## src/hw/rtl/clnw_pkg.sv

```systemverilog
// ----------------------------------------------------------------------------
// clnw_pkg
// shared codes, register reset values and controller/datapath bundles for the
// character lcd nibble writer
// ----------------------------------------------------------------------------
package clnw_pkg;

	// operation codes on the func field
	localparam logic [2:0] FUNC_CHAR   = 3'd0;
	localparam logic [2:0] FUNC_STRING = 3'd1;
	localparam logic [2:0] FUNC_CURSOR = 3'd2;
	localparam logic [2:0] FUNC_CLEAR  = 3'd3;
	localparam logic [2:0] FUNC_INIT   = 3'd4;

	// cursor rows
	localparam logic [1:0] ROW_FIRST  = 2'd0;
	localparam logic [1:0] ROW_SECOND = 2'd1;

	// configuration register indexes
	localparam logic [2:0] CFG_INIT_1 = 3'd0;
	localparam logic [2:0] CFG_INIT_2 = 3'd1;
	localparam logic [2:0] CFG_INIT_3 = 3'd2;
	localparam logic [2:0] CFG_INIT_4 = 3'd3;
	localparam logic [2:0] CFG_INIT_5 = 3'd4;
	localparam logic [2:0] CFG_CLEAR  = 3'd5;

	// register reset values
	localparam logic [7:0] RST_INIT_1 = 8'h33;
	localparam logic [7:0] RST_INIT_2 = 8'h32;
	localparam logic [7:0] RST_INIT_3 = 8'h28;
	localparam logic [7:0] RST_INIT_4 = 8'h0C;
	localparam logic [7:0] RST_INIT_5 = 8'h01;
	localparam logic [7:0] RST_CLEAR  = 8'h01;

	// fixed command bytes
	localparam logic [7:0] CMD_HOME  = 8'h80;
	localparam logic [7:0] CMD_LINE2 = 8'hC0;
	localparam logic [7:0] CMD_ROW1  = 8'h40;

	// wait lengths in milliseconds
	localparam logic [3:0] WAIT_LONG  = 4'd15;
	localparam logic [3:0] WAIT_SHORT = 4'd2;

	// one segment of the output sequence: a byte (two strobes) or a wait
	typedef enum logic [3:0] {
		SEG_NONE,
		SEG_DATA,
		SEG_LINE2,
		SEG_CLEAR,
		SEG_HOME,
		SEG_CURSOR,
		SEG_INIT_1,
		SEG_INIT_2,
		SEG_INIT_3,
		SEG_INIT_4,
		SEG_INIT_5,
		SEG_WAIT_A,
		SEG_WAIT_B,
		SEG_WAIT_C
	} clnw_seg_t;

	typedef struct packed {
		logic      capture;
		logic      load;
		clnw_seg_t seg;
		logic      low;
		logic      last;
	} clnw_cmd_t;

	typedef struct packed {
		logic line_hit;
		logic wrap_hit;
	} clnw_sts_t;

endpackage

```

## src/hw/rtl/clnw_ctrl.sv

```systemverilog
// ----------------------------------------------------------------------------
// clnw_ctrl
// sequencer for one operation's segments, one result per cycle unless stalled
// ----------------------------------------------------------------------------
module clnw_ctrl (
	input  logic                clk,
	input  logic                arst_n,
	input  logic                in_valid,
	output logic                in_stall,
	input  logic [2:0]          func,
	input  logic [7:0]          data_byte,
	input  logic [1:0]          row,
	output logic                out_valid,
	input  logic                out_stall,
	input  clnw_pkg::clnw_sts_t sts,
	output clnw_pkg::clnw_cmd_t cmd
);

	typedef enum logic {
		ST_IDLE,
		ST_EMIT
	} state_t;

	state_t              state_q;
	clnw_pkg::clnw_seg_t seg_q;
	clnw_pkg::clnw_seg_t seg_next;
	clnw_pkg::clnw_seg_t seg_first;
	logic                low_q;
	logic [2:0]          func_q;
	logic                out_valid_q;
	logic                accept;
	logic                emit_go;
	logic                is_wait;
	logic                step_end;

	assign in_stall  = (state_q != ST_IDLE);
	assign accept    = in_valid && !in_stall;
	assign out_valid = out_valid_q;
	assign emit_go   = (state_q == ST_EMIT) && (!out_valid_q || !out_stall);

	// first segment of a new item
	always_comb begin
		case (func)
			clnw_pkg::FUNC_CHAR:   seg_first = clnw_pkg::SEG_DATA;
			clnw_pkg::FUNC_STRING: seg_first = (data_byte != 8'd0) ?
				clnw_pkg::SEG_DATA : clnw_pkg::SEG_NONE;
			clnw_pkg::FUNC_CURSOR: seg_first = (row == clnw_pkg::ROW_FIRST ||
				row == clnw_pkg::ROW_SECOND) ? clnw_pkg::SEG_CURSOR : clnw_pkg::SEG_NONE;
			clnw_pkg::FUNC_CLEAR:  seg_first = clnw_pkg::SEG_CLEAR;
			clnw_pkg::FUNC_INIT:   seg_first = clnw_pkg::SEG_WAIT_A;
			default:               seg_first = clnw_pkg::SEG_NONE;
		endcase
	end

	// segment after the current one
	always_comb begin
		case (seg_q)
			clnw_pkg::SEG_DATA: begin
				if (func_q == clnw_pkg::FUNC_STRING && sts.line_hit)
					seg_next = clnw_pkg::SEG_LINE2;
				else if (func_q == clnw_pkg::FUNC_STRING && sts.wrap_hit)
					seg_next = clnw_pkg::SEG_CLEAR;
				else
					seg_next = clnw_pkg::SEG_NONE;
			end
			clnw_pkg::SEG_CLEAR: seg_next = (func_q == clnw_pkg::FUNC_STRING) ?
				clnw_pkg::SEG_HOME : clnw_pkg::SEG_NONE;
			clnw_pkg::SEG_WAIT_A: seg_next = clnw_pkg::SEG_WAIT_B;
			clnw_pkg::SEG_WAIT_B: seg_next = clnw_pkg::SEG_INIT_1;
			clnw_pkg::SEG_INIT_1: seg_next = clnw_pkg::SEG_INIT_2;
			clnw_pkg::SEG_INIT_2: seg_next = clnw_pkg::SEG_INIT_3;
			clnw_pkg::SEG_INIT_3: seg_next = clnw_pkg::SEG_INIT_4;
			clnw_pkg::SEG_INIT_4: seg_next = clnw_pkg::SEG_INIT_5;
			clnw_pkg::SEG_INIT_5: seg_next = clnw_pkg::SEG_WAIT_C;
			default:              seg_next = clnw_pkg::SEG_NONE;
		endcase
	end

	assign is_wait  = (seg_q == clnw_pkg::SEG_WAIT_A) || (seg_q == clnw_pkg::SEG_WAIT_B) ||
		(seg_q == clnw_pkg::SEG_WAIT_C);
	assign step_end = is_wait || low_q;

	always_comb begin
		cmd.capture = accept;
		cmd.load    = emit_go;
		cmd.seg     = seg_q;
		cmd.low     = low_q;
		cmd.last    = step_end && (seg_next == clnw_pkg::SEG_NONE);
	end

	always_ff @(posedge clk or negedge arst_n) begin
		if (!arst_n) begin
			state_q     <= ST_IDLE;
			seg_q       <= clnw_pkg::SEG_NONE;
			low_q       <= 1'b0;
			func_q      <= clnw_pkg::FUNC_CHAR;
			out_valid_q <= 1'b0;
		end else begin
			if (emit_go) begin
				out_valid_q <= 1'b1;
				if (step_end) begin
					seg_q <= seg_next;
					low_q <= 1'b0;
					if (seg_next == clnw_pkg::SEG_NONE)
						state_q <= ST_IDLE;
				end else begin
					low_q <= 1'b1;
				end
			end else if (out_valid_q && !out_stall) begin
				out_valid_q <= 1'b0;
			end
			if (accept) begin
				func_q <= func;
				if (seg_first != clnw_pkg::SEG_NONE) begin
					state_q <= ST_EMIT;
					seg_q   <= seg_first;
					low_q   <= 1'b0;
				end
			end
		end
	end

endmodule

```

## src/hw/rtl/clnw_dp.sv

```systemverilog
// ----------------------------------------------------------------------------
// clnw_dp
// datapath: config registers, string counter, item fields and result register
// ----------------------------------------------------------------------------
module clnw_dp #(
	parameter int CHARS_PER_LINE = 16
) (
	input  logic                clk,
	input  logic                arst_n,
	input  logic                cfg_valid,
	input  logic [2:0]          cfg_index,
	input  logic [7:0]          cfg_data,
	input  logic [2:0]          func,
	input  logic [7:0]          data_byte,
	input  logic                string_start,
	input  logic [1:0]          row,
	input  logic [5:0]          column,
	input  clnw_pkg::clnw_cmd_t cmd,
	output clnw_pkg::clnw_sts_t sts,
	output logic                kind,
	output logic                reg_select,
	output logic [3:0]          nibble,
	output logic [3:0]          wait_ms,
	output logic                last
);

	localparam int CntW = $clog2(2 * CHARS_PER_LINE + 1);
	localparam logic [CntW-1:0] LineCnt = CntW'(CHARS_PER_LINE);
	localparam logic [CntW-1:0] WrapCnt = CntW'(2 * CHARS_PER_LINE);

	logic [7:0]      init_1_q, init_2_q, init_3_q, init_4_q, init_5_q, clear_q;
	logic [CntW-1:0] count_q;
	logic [CntW-1:0] count_base;
	logic [CntW-1:0] count_inc;
	logic            line_q, wrap_q;
	logic [7:0]      data_q;
	logic            row_q;
	logic [5:0]      col_q;
	logic [7:0]      sel_byte;
	logic            sel_rs;
	logic            sel_wait;
	logic [3:0]      sel_ms;
	logic            kind_q, rs_q, last_q;
	logic [3:0]      nibble_q, ms_q;

	assign sts.line_hit = line_q;
	assign sts.wrap_hit = wrap_q;

	// configuration writes
	always_ff @(posedge clk or negedge arst_n) begin
		if (!arst_n) begin
			init_1_q <= clnw_pkg::RST_INIT_1;
			init_2_q <= clnw_pkg::RST_INIT_2;
			init_3_q <= clnw_pkg::RST_INIT_3;
			init_4_q <= clnw_pkg::RST_INIT_4;
			init_5_q <= clnw_pkg::RST_INIT_5;
			clear_q  <= clnw_pkg::RST_CLEAR;
		end else if (cfg_valid) begin
			case (cfg_index)
				clnw_pkg::CFG_INIT_1: init_1_q <= cfg_data;
				clnw_pkg::CFG_INIT_2: init_2_q <= cfg_data;
				clnw_pkg::CFG_INIT_3: init_3_q <= cfg_data;
				clnw_pkg::CFG_INIT_4: init_4_q <= cfg_data;
				clnw_pkg::CFG_INIT_5: init_5_q <= cfg_data;
				clnw_pkg::CFG_CLEAR:  clear_q  <= cfg_data;
				default: ;
			endcase
		end
	end

	// string counter
	assign count_base = string_start ? '0 : count_q;
	assign count_inc  = count_base + CntW'(1);

	always_ff @(posedge clk or negedge arst_n) begin
		if (!arst_n) begin
			count_q <= '0;
			line_q  <= 1'b0;
			wrap_q  <= 1'b0;
		end else if (cmd.capture && func == clnw_pkg::FUNC_STRING) begin
			if (data_byte == 8'd0) begin
				count_q <= count_base;
				line_q  <= 1'b0;
				wrap_q  <= 1'b0;
			end else begin
				line_q  <= (count_inc == LineCnt);
				wrap_q  <= (count_inc >= WrapCnt);
				count_q <= (count_inc >= WrapCnt) ? '0 : count_inc;
			end
		end
	end

	// item fields
	always_ff @(posedge clk) begin
		if (cmd.capture) begin
			data_q <= data_byte;
			row_q  <= (row == clnw_pkg::ROW_SECOND);
			col_q  <= column;
		end
	end

	// byte or wait of the current segment
	always_comb begin
		sel_byte = 8'd0;
		sel_rs   = 1'b0;
		sel_wait = 1'b0;
		sel_ms   = 4'd0;
		case (cmd.seg)
			clnw_pkg::SEG_DATA: begin
				sel_byte = data_q;
				sel_rs   = 1'b1;
			end
			clnw_pkg::SEG_LINE2:  sel_byte = clnw_pkg::CMD_LINE2;
			clnw_pkg::SEG_CLEAR:  sel_byte = clear_q;
			clnw_pkg::SEG_HOME:   sel_byte = clnw_pkg::CMD_HOME;
			clnw_pkg::SEG_CURSOR: sel_byte = clnw_pkg::CMD_HOME |
				(row_q ? clnw_pkg::CMD_ROW1 : 8'd0) | {2'b00, col_q};
			clnw_pkg::SEG_INIT_1: sel_byte = init_1_q;
			clnw_pkg::SEG_INIT_2: sel_byte = init_2_q;
			clnw_pkg::SEG_INIT_3: sel_byte = init_3_q;
			clnw_pkg::SEG_INIT_4: sel_byte = init_4_q;
			clnw_pkg::SEG_INIT_5: sel_byte = init_5_q;
			clnw_pkg::SEG_WAIT_A, clnw_pkg::SEG_WAIT_C: begin
				sel_wait = 1'b1;
				sel_ms   = clnw_pkg::WAIT_LONG;
			end
			clnw_pkg::SEG_WAIT_B: begin
				sel_wait = 1'b1;
				sel_ms   = clnw_pkg::WAIT_SHORT;
			end
			default: ;
		endcase
	end

	// result register
	always_ff @(posedge clk) begin
		if (cmd.load) begin
			kind_q   <= sel_wait;
			rs_q     <= sel_rs;
			nibble_q <= sel_wait ? 4'd0 : (cmd.low ? sel_byte[3:0] : sel_byte[7:4]);
			ms_q     <= sel_ms;
			last_q   <= cmd.last;
		end
	end

	assign kind       = kind_q;
	assign reg_select = rs_q;
	assign nibble     = nibble_q;
	assign wait_ms    = ms_q;
	assign last       = last_q;

endmodule

```

## src/hw/rtl/char_lcd_nibble_writer_unit.sv

```systemverilog
// ----------------------------------------------------------------------------
// char_lcd_nibble_writer_unit
// 4-bit character lcd writer: turns operations into enable strobes and waits
// ----------------------------------------------------------------------------
// Each accepted operation becomes a run of results, one per cycle while the
// output does not stall: every byte is two strobe results (high nibble, then
// low nibble) and every millisecond delay is a wait result, with last set on
// the final one. A character, cursor or clear is one byte; a string character
// adds the line-2 command at the end of line one or clear and home on a wrap;
// init is two waits, five init bytes and a wait. Items with no result (string
// terminator, rows two and three, unused codes) are only accepted. The
// controller's sequencer issues the results into the output register; a new
// item is taken as soon as the last result of the previous one is there. The
// config port is always ready and is to be written only while the block is
// idle; the block itself does not enforce this.
// ----------------------------------------------------------------------------
module char_lcd_nibble_writer_unit #(
	parameter int CHARS_PER_LINE = 16
) (
	input  logic       clk,
	input  logic       arst_n,
	// config write channel
	input  logic       cfg_valid,
	output logic       cfg_ready,
	input  logic [2:0] cfg_index,
	input  logic [7:0] cfg_data,
	// operation input
	input  logic       in_valid,
	output logic       in_stall,
	input  logic [2:0] func,
	input  logic [7:0] data_byte,
	input  logic       string_start,
	input  logic [1:0] row,
	input  logic [5:0] column,
	// result output, one transfer per strobe or wait
	output logic       out_valid,
	input  logic       out_stall,
	output logic       kind,
	output logic       reg_select,
	output logic [3:0] nibble,
	output logic [3:0] wait_ms,
	output logic       last
);

	clnw_pkg::clnw_cmd_t cmd;
	clnw_pkg::clnw_sts_t sts;

	// registers take a write in any cycle
	assign cfg_ready = 1'b1;

	// sequencer: picks the segments of the operation and paces the results
	clnw_ctrl u_ctrl (
		.clk       (clk),
		.arst_n    (arst_n),
		.in_valid  (in_valid),
		.in_stall  (in_stall),
		.func      (func),
		.data_byte (data_byte),
		.row       (row),
		.out_valid (out_valid),
		.out_stall (out_stall),
		.sts       (sts),
		.cmd       (cmd)
	);

	// datapath: config, string count, byte select and result register
	clnw_dp #(
		.CHARS_PER_LINE (CHARS_PER_LINE)
	) u_dp (
		.clk          (clk),
		.arst_n       (arst_n),
		.cfg_valid    (cfg_valid && cfg_ready),
		.cfg_index    (cfg_index),
		.cfg_data     (cfg_data),
		.func         (func),
		.data_byte    (data_byte),
		.string_start (string_start),
		.row          (row),
		.column       (column),
		.cmd          (cmd),
		.sts          (sts),
		.kind         (kind),
		.reg_select   (reg_select),
		.nibble       (nibble),
		.wait_ms      (wait_ms),
		.last         (last)
	);

endmodule
```

## config.mk

```make
export PLATFORM = sky130hd
export DESIGN_NAME = char_lcd_nibble_writer_unit
export DESIGN_NICKNAME = d
export VERILOG_FILES = /design/src/hw/rtl/clnw_pkg.sv /design/src/hw/rtl/clnw_ctrl.sv /design/src/hw/rtl/clnw_dp.sv /design/src/hw/rtl/char_lcd_nibble_writer_unit.sv
export SDC_FILE = /design/constraint.sdc
export NUM_CORES = 1
export LEC_CHECK = 0
export BUFFER_PORTS_ARGS = -buffer_cell sky130_fd_sc_hd__buf_2
export CAP_MARGIN = 20
export CORE_MARGIN = 2
export CORE_UTILIZATION = 40
export CTS_BUF_LIST = sky130_fd_sc_hd__clkbuf_4 sky130_fd_sc_hd__clkbuf_8 sky130_fd_sc_hd__clkbuf_16
export DETAILED_ROUTE_END_ITERATION = 16
export SLEW_MARGIN = 10
export SYNTH_ARGS = -nofsm -noshare
export SYNTH_HDL_FRONTEND = slang
export SYNTH_SLANG_ARGS = --single-unit
```

## constraint.sdc

```tcl
create_clock -name clk -period 1.9 [get_ports clk]
set_input_delay 0.095 -clock clk [delete_from_list [all_inputs] [get_ports clk]]
set_output_delay 0.095 -clock clk [all_outputs]
set_load 0.005 [all_outputs]
```

==> run metrics, run 1 <==
MaxCap Viol Count=0; Num Clock Sinks=90; antenna violations before repair=0; PortBufs=48; FILL cells=around 1,100; largest net degree at the start of global routing=67; Main synth FF type=dfrtp_1; minimum clock period=1.77 ns; Final Cycle Share=between 90 and 100%; DIE AREA=0.0125 mm²; Synth area leaders=dfrtp_1, edfxtp_1, mux2_2, dfstp_2, mux2i_1; Comb pwr share=a little over a third; vias=roughly 3,300; sequential area share after synthesis=51.2%; clock slew seen by the registers of the worst setup and hold paths=~0.060 ns; core area=~0.011 mm²; Max Freq=roughly 560 MHz; actual slew at the worst max-slew pin=a little over 0.6 ns; synthesis-to-layout area growth=19.0%; syn_nets=420; GPL Wtd Cong=0.886; Die Y=between 100 and 150 µm; Via-to-Cell Ratio=around 5.5; startpoint type of the worst setup path=register; final hold vios=0; Critical Path AT=~1.8 ns; diodes inserted=0; flops & latches, synth=90; Wirelength per Cell=about 18 µm; H-tree levels=3; Max Slew Vio Count=0; commonest non-fill, non-tap cell in the layout=dfrtp_1; asr flop ratio synth=between 70% and 80%; status=finished clean; post-synthesis cell count=approximately 380; initial DRC count=between 150 and 200; Post-Route WL=roughly 11,000 µm; final setup TNS=0 ns; Post-route DRC=0; worst-skew pair later-pin latency=between 0.3 and 0.4 ns; CTS tree=done; vias in the first global route=~3,400; Yosys cell types=a little under 70; gr usage total=roughly a fifth; WHS=roughly 0.0089 ns; row cnt=39; drt pass-1 iters=4; worst-path cell chain=mux2_2 -> a32o_1 -> nor4_1 -> a31oi_1; Sequential Power Share=40.7%; Worst Setup End Kind=register; Internal Power=4.96 mW; most frequent cells in the layout=dfrtp_1, mux2_2, buf_2, nand2_1, edfxtp_1; P per Cell Area=1360 mW/mm²; post-synthesis instance area=~0.0047 mm²; WP data required=between 1.5 and 2 ns; Synth Warn #=0; hpwl dp=8020 µm; NetSw=about 2.6 mW; Routed Antenna Nets=0; Post-synth EDFFs=24; fin nets=between 400 and 500; crit-path max cell delay=roughly 0.52 ns; layout cell share with drive strength beyond 1=a little under two fifths; Clk pwr share=22.6%; P_leak=approximately 2.2 nW; skew final=about 0.01 ns; Crit Path Class=register to register; critical path peak fanout=9; global route total overflow=0; I/O pin total=50; CTS Root Cell=clkbuf_16; Sw Share=between 30 and 40%; Crit-path slowest cell=dfrtp_1; total setup buffers inserted after CTS=0; CTS buffer count=9; post-synth top area cell=dfrtp_1; Clock Path Buffers=2; WP buf/inv=0; final setup violation count=0; Max-slew headroom=around three fifths; Syn Area/Cell=between 10 and 15 µm²; Starting Density=40.8%; maximum vdd drop=~0.7 mV; worst hold path class=primary input to register; Die Width=around 110 µm; first-pass GRT wire length=approximately 18,000 µm; post-synth top area share=around 28%; RSZ-0062 raised after global routing=no; CP delay by family, top=flip-flops
## flip-flops by register name, summed over array words and instances, names as in the netlist, 3 cells and up
register / count
u_dp.clear_q: 8
u_dp.data_q: 8
u_dp.init_1_q: 8
u_dp.init_2_q: 8
u_dp.init_3_q: 8
u_dp.init_4_q: 8
u_dp.init_5_q: 8
u_dp.col_q: 6
u_dp.count_q: 6
u_ctrl.seg_q: 4
u_dp.nibble: 4
u_ctrl.func_q: 3
## final cells by class
class / count / area [µm²] / area share [%]
Clock buffer: 10 / 233 / 4.20
Clock inverter: 5 / 46.3 / 0.835
Inverter: 6 / 27.5 / 0.496
Multi-Input combinational cell: 264 / 2090 / 37.7
Sequential cell: 90 / 2390 / 43.1
Tap cell: 143 / 179 / 3.23
Timing Repair Buffer: 86 / 578 / 10.4
## synthesized netlist by cell type, types with 3 or more instances
cell type and instances:
dfrtp_1 53, mux2_2 49, edfxtp_1 24, nand2_1 24
a21oi_1 20, o21ai_0 14, dfstp_2 13, nor2_1 13
nor2b_1 12, a22oi_1 11, mux2i_1 11, buf_2 10
nand2b_1 10, nand3_1 9, buf_4 6, inv_1 5
nor3_1 5, o22ai_1 5, a22o_1 4, a31oi_1 4
buf_6 4, nand3b_1 4, nor4_1 4, a32o_1 3
and2_1 3, nand4b_1 3, o31ai_1 3
## repair_timing
item	in CTS	in global routing
setup endpoints to repair	0	1
hold buffers	16	0
hold endpoints to repair	68	0
gates resized for setup	0	1
## final timing paths
path	from	end	cells past startpoint	slack, ns
hold reg to reg	u_ctrl.func_q[0]	u_ctrl.func_q[0]	2	0.47
max in group asynchronous	arst_n	u_dp.clear_q[0]	3	1.27
setup reg to reg	u_ctrl.seg_q[0]	u_dp.nibble[0]	4	0.13
hold / removal	out_stall	u_ctrl.out_valid	3	0.009
min in group asynchronous	arst_n	u_dp.init_1_q[3]	3	0.30
setup / recovery	u_ctrl.seg_q[0]	u_dp.nibble[0]	4	0.13
## worst reg2reg max path, stage by stage, from the launching register on
cell,delay (ns)
dfrtp_1,0.52
mux2_2,0.38
a32o_1,0.20
nor4_1,0.28
a31oi_1,0.09
## metrics by stage
step | worst slack, ns | total power [mW] | cell area [µm²] | instances | utilization, %
2_1_floorplan | 0.347 | 4.93 | 4660 | 383 | -
3_3_place_gp | 0.174 | 5.77 | 5110 | 573 | 44.7
3_5_place_dp | 0.166 | 5.83 | 5110 | 573 | 44.7
4_1_cts | 0.111 | 7.58 | 5550 | 604 | 48.6
5_1_grt | 0.0326 | 8.01 | 5550 | 604 | 48.6
6_report | 0.130 | 7.55 | 5550 | 604 | 48.6
## kinds of logic after synthesis
group	share of synthesized area, %
compound gates	13.0
xor+xnor	0.376
fa+ha+maj	0.268
buf+inv	3.86
flops	51.2
mux	15.3
other cells	0.0804
simple gates	15.8
## power by group through the flow
stage                     logic [mW]  clock network (mW)  registers [mW]
final                           2.77                1.71            3.07
after global routing            3.04                1.82            3.15
after CTS                       2.76                1.75            3.08
after detailed placement        2.72                   0            3.11
after global placement          2.68                   0            3.09
after floorplan                 2.05                   0            2.88
## metal layers
layer	wire (µm)	track usage (%)
met1	5070	24.9
met3	450	4.08
met5	0	0
met2	5230	29.6
met4	309	7.97
No activity file was read; power rests on OpenSTA's default activity.
==> run 2: changes to the inputs <==
clock period = 2.2 ns   (was 1.9 ns; I/O delays follow)
==> run 2 against run 1 <==
Against the previous run:
- combinational power fell by 18%
- clock-buffer cell count did not move
- utilization fell by 0.39 points
- non-clock buffer count fell by 10
- critical endpoint unchanged
- largest cell class unchanged
- highest routed layer unchanged
==> run metrics, run 2 (synthesized netlist as in run 1, its figures left out) <==
worst-path cell chain=and2b_1 -> a32o_1 -> nor4_1 -> a31oi_1; P_leak=roughly 2.2 nW; synthesis-to-layout area growth=18.0%; clock slew seen by the registers of the worst setup and hold paths=approximately 0.070 ns; drt pass-1 iters=5; actual slew at the worst max-slew pin=a little under 0.7 ns; Internal Power=roughly 4.2 mW; Wirelength per Cell=approximately 19 µm; Max Slew Vio Count=0; DIE AREA=0.0125 mm²; Final Cycle Share=between 80 and 90%; worst-skew pair later-pin latency=about 0.35 ns; Starting Density=40.8%; worst setup margin=between 0.3 and 0.4 ns; Critical Path AT=1.93 ns; Max-slew headroom=a little over half; Via-to-Cell Ratio=~5.6; CTS tree=done; skew final=0.00790 ns; GPL Wtd Cong=around 0.86; post-route cell area=0.00550 mm²; antenna violations before repair=0; Comb pwr share=about a third; Finished Core Util=~48%; Worst Setup End Kind=register; fin nets=484; Die Width=112 µm; first-pass GRT wire length=18,100 µm; MaxCap Viol Count=0; vias=3,334; RSZ-0062 raised after global routing=no; status=finished clean; largest net degree at the start of global routing=34; Post-Route WL=roughly 11,000 µm; final setup violation count=0; layout cell share with drive strength beyond 1=roughly 37%; minimum clock period=between 1.5 and 2 ns; P per Cell Area=approximately 1200 mW/mm²; PortBufs=48; hpwl dp=8030 µm; NetSw=about 2.3 mW; worst hold path class=primary input to register; final hold vios=0; WP data required=2.27 ns; commonest non-fill, non-tap cell in the layout=dfrtp_1; diodes inserted=0; worst setup slack after placement=about 0.24 ns; core area=roughly 0.011 mm²; Crit Path Class=register to register; Sequential Power Share=41.4%; final setup TNS=0 ns; Num Clock Sinks=90; Die Y=approximately 110 µm; placed standard-cell area=just over 0.005 mm²; vias in the first global route=roughly 3,300; row cnt=39; Clock Path Buffers=2; Sw Share=a little over a third; Routed Antenna Nets=0; H-tree levels=3; gr usage total=about a fifth; most frequent cells in the layout=dfrtp_1, mux2_2, buf_2, nand2_1, edfxtp_1; Power Total=~6.5 mW; CTS Root Cell=clkbuf_16; startpoint type of the worst setup path=register; Max Freq=around 540 MHz; crit-path max cell delay=approximately 0.66 ns; Crit-path slowest cell=dfrtp_1; initial DRC count=303; FILL cells=~1,100; critical path peak fanout=14; maximum vdd drop=between 0.5 and 0.6 mV; CTS buffer count=9; global route total overflow=0; Clk pwr share=23.7%; I/O pin total=50; Post-route DRC=0
[run 2: changes by cell type in the layout (fill, tap and decap cells not counted), sizes merged]
cell,change
buf,-9
clkinv,-3
clkinvlp,+3
dlygate4sd3,-1
inv,+1
[run 2: path summary, 6_finish.rpt]
kind | slack [ns] | endpoint | from | depth (start not counted)
setup / recovery | 0.34 | u_dp.nibble[0] | u_ctrl.seg_q[3] | 4
hold / removal | 0.03 | u_ctrl.func_q[2] | func[2] | 3
setup reg to reg | 0.34 | u_dp.nibble[0] | u_ctrl.seg_q[3] | 4
hold reg to reg | 0.50 | u_ctrl.func_q[0] | u_ctrl.func_q[0] | 2
max in group asynchronous | 1.32 | u_ctrl.seg_q[1] | arst_n | 3
min in group asynchronous | 0.23 | u_dp.init_5_q[3] | arst_n | 2
[run 2: area by class of cell]
type | count | area [µm²] | area share, %
clock buffers | 10 | 233 | 4.23
clock inverters | 6 | 66.3 | 1.21
inverters | 6 | 27.5 | 0.500
multi-input cells | 264 | 2090 | 38.0
flip-flops and latches | 90 | 2390 | 43.4
well taps | 143 | 179 | 3.25
repair buffers | 76 | 513 | 9.32
[run 2: power groups by stage]
stage / clock [mW] / sequential, mW / combinational (mW)
5_1_grt: 1.65 / 2.75 / 2.51
3_3_place_gp: 0 / 2.71 / 2.21
2_1_floorplan: 0 / 2.49 / 1.77
6_report: 1.54 / 2.70 / 2.28
4_1_cts: 1.57 / 2.69 / 2.27
3_5_place_dp: 0 / 2.72 / 2.24
[run 2: metrics by stage]
| stage | instances | hold WS, ns |
|---|---|---|
| floorplan | 383 | -0.186 |
| global placement | 564 | 0.0799 |
| detailed placement | 564 | 0.0780 |
| CTS | 595 | 0.0180 |
| global route | 595 | 0.0401 |
| finish | 595 | 0.0262 |
[run 2: what timing repair did]
item | CTS | global route
hold buffers | 15 | 0
resized for setup | 0 | 1
setup buffers | 0 | 0
endpoints found under the hold margin | 25 | 0
endpoints found under the setup margin | 0 | 1
[run 2: critical path: cells and delay by family, from the launching register on]
family	cells	cell delay, ns
flip-flops	1	0.66
AND/OR/NAND/NOR	2	0.57
AO/OA/AOI/OAI	2	0.35
[run 2: per-layer routing]
metal | wire length (µm) | track usage [%]
met1 | 4980 | 25.7
met2 | 5230 | 28.4
met3 | 601 | 4.74
met4 | 227 | 7.07
met5 | 0 | 0
==> run 3: changes to the inputs <==
ABC_AREA = 1   (was default)
clock period = 1.9 ns   (was 2.2 ns; I/O delays follow)
==> run 3 against run 2 <==
Against the previous run:
- non-clock buffer count down 6
- clock-buffer cell count up 3
- sequential share of layout area up 4.1 points
- hold slack better by 0.016 ns
- highest routed layer unchanged
- routed wire length down 7.6%
- combinational power down 18%
- via count up 7.3%
- clock skew up 0.0056 ns
- critical path type unchanged
- design area down 8.6%
- largest power group unchanged
==> run metrics, run 3 <==
critical path peak fanout=11; Clk pwr share=about 23%; WP data required=between 2 and 2.5 ns; H-tree levels=3; global route total overflow=0; drt pass-1 iters=5; Sequential Power Share=between 40 and 50%; DIE AREA=0.0115 mm²; GPL Wtd Cong=between 0.8 and 0.9; worst hold path class=primary input to register; Post-Route WL=about 10,000 µm; placed standard-cell area=approximately 0.0046 mm²; minimum clock period=around 1.6 ns; core area=about 0.010 mm²; final hold vios=0; actual slew at the worst max-slew pin=0.596 ns; post-route cell area=about 0.005 mm²; post-synth top area cell=dfrtp_1; Via-to-Cell Ratio=~4.9; Die Width=roughly 110 µm; syn_nets=between 500 and 600; flops & latches, synth=90; sequential area share after synthesis=a little under three fifths; Syn Area/Cell=~8.2 µm²; startpoint type of the worst setup path=register; Die Y=107 µm; Synth Area in Compound Gates=9.67%; Final Cycle Share=a little under nine tenths; Max Slew Vio Count=0; Synth Warn #=0; Max-slew headroom=60.2%; gr usage total=approximately a fifth; diodes inserted=0; adder-cell area share of the yosys netlist=0.295%; Max Freq=613 MHz; WHS=0.0420 ns; largest net degree at the start of global routing=67; P per Cell Area=1240 mW/mm²; Post-synth EDFFs=24; Yosys cell types=31; hpwl dp=7270 µm; vias in the first global route=roughly 3,400; most frequent cells in the layout=nand2_1, o21ai_0, dfrtp_1, nor2_1, buf_2; worst-skew pair later-pin latency=roughly 0.36 ns; XOR/XNOR share of the synthesized area=less than 1%; CTS tree=done; CTS buffer count=9; post-synthesis cell count=515; post-synth top area share=31.3%; Synth area leaders=dfrtp_1, nand2_1, edfxtp_1, dfstp_2, o21ai_0; worst setup slack after placement=roughly 0.26 ns; Comb pwr share=a little under a third; Critical Path AT=between 1.5 and 2 ns; Wirelength per Cell=about 14 µm; Worst Setup End Kind=register; Internal Power=between 3 and 4 mW; main combinational cell family by area after synthesis=simple AND/OR/NAND/NOR gates; first-pass GRT wire length=~17,000 µm; final setup violation count=0; P_leak=~2.5 nW; skew final=between 0.01 and 0.015 ns; worst setup margin=0.268 ns; initial DRC count=between 200 and 300; RSZ-0062 raised after global routing=no; synthesis-to-layout area growth=18.5%; commonest non-fill, non-tap cell in the layout=nand2_1; maximum vdd drop=~0.44 mV; clock slew seen by the registers of the worst setup and hold paths=roughly 0.1 ns; most frequent cell after synthesis=nand2_1; Post-Synth Simple-Gate Area=between 20% and 30%; MaxCap Viol Count=0; I/O pin total=50; post-synthesis instance area=approximately 0.0042 mm²; multiplexer area fraction after synthesis=0%; final setup TNS=0 ns; row cnt=37; status=finished clean; Num Clock Sinks=90; layout cell share with drive strength beyond 1=17.7%; CTS Root Cell=clkbuf_8; vias=about 3,600; PortBufs=48; fin nets=621; asr flop ratio synth=roughly 73%; Main synth FF type=dfrtp_1; Crit Path Class=register to register; Clock Path Buffers=2; Routed Antenna Nets=0; Sw Share=a little over a third; antenna violations before repair=0; NetSw=~2.2 mW; Post-route DRC=0; Post-synth top cells=nand2_1, o21ai_0, dfrtp_1; Starting Density=41.1%
run 3: final cells by class:
type	count	area, µm²
tap	136	170
fill	991	5300
clock inverter	3	26.3
clock buffer	13	195
timing repair buffer	70	458
inverter	41	154
multi-input combinational	372	1640
sequential	90	2390
run 3: per-stage QoR:
stage / utilization, % / std cells / power [mW]
5_1_grt: 48.7 / 725 / 6.73
6_report: 48.7 / 725 / 6.24
3_3_place_gp: 45.0 / 693 / 4.81
3_5_place_dp: 45.0 / 693 / 4.84
4_1_cts: 48.7 / 725 / 6.28
2_1_floorplan: - / 515 / 4.24
run 3: power by group through the flow:
stage / clock [mW] / combinational (mW) / sequential, mW
floorplan: 0 / 1.36 / 2.88
global placement: 0 / 1.83 / 2.98
detailed placement: 0 / 1.86 / 2.99
CTS: 1.43 / 1.89 / 2.95
global route: 1.51 / 2.20 / 3.02
finish: 1.40 / 1.88 / 2.96
run 3: what timing repair did:
item                       in CTS  in global routing
gates resized for setup         0                  1
hold buffers                   16                  0
setup buffers                   0                  0
setup endpoints to repair       0                  1
hold endpoints to repair       68                  0
run 3: layer usage:
layer  track usage, %  vias up  share of wire [%]
met2             30.8       96                 48
met5                0        -                  0
met3             2.01       15                4.1
met4             8.26        0                2.1
met1             26.7     1674                 46
li1                 -     1791                  -
run 3: kinds of logic after synthesis:
| family | count (synthesis) |
|---|---|
| xor gates and xnor gates | 2 |
| other | 1 |
| AOI/OAI and AO/OA | 81 |
| and+or+nand+nor | 287 |
| buffers and inverters | 53 |
| adders and majority gates | 1 |
| DFF | 90 |
run 3: final timing paths:
check	startpoint	end	slack [ns]	cells past startpoint
worst min-delay path	func[2]	u_ctrl.func_q[2]	0.04	3
max in group asynchronous	arst_n	u_dp.init_1_q[4]	1.27	3
worst max-delay path	u_ctrl.seg_q[1]	u_dp.last	0.27	6
worst min register to register	u_dp.clear_q[3]	u_dp.clear_q[3]	0.49	2
min in group asynchronous	arst_n	u_dp.init_3_q[6]	0.27	3
worst max register to register	u_ctrl.seg_q[1]	u_dp.last	0.27	6
run 3: critical path: stages (launching register included):
cell	delay (ns)
dfrtp_1	0.48
inv_2	0.10
nand2_2	0.08
nor2_2	0.38
nand3_1	0.15
nand2_1	0.14
nor4_1	0.07
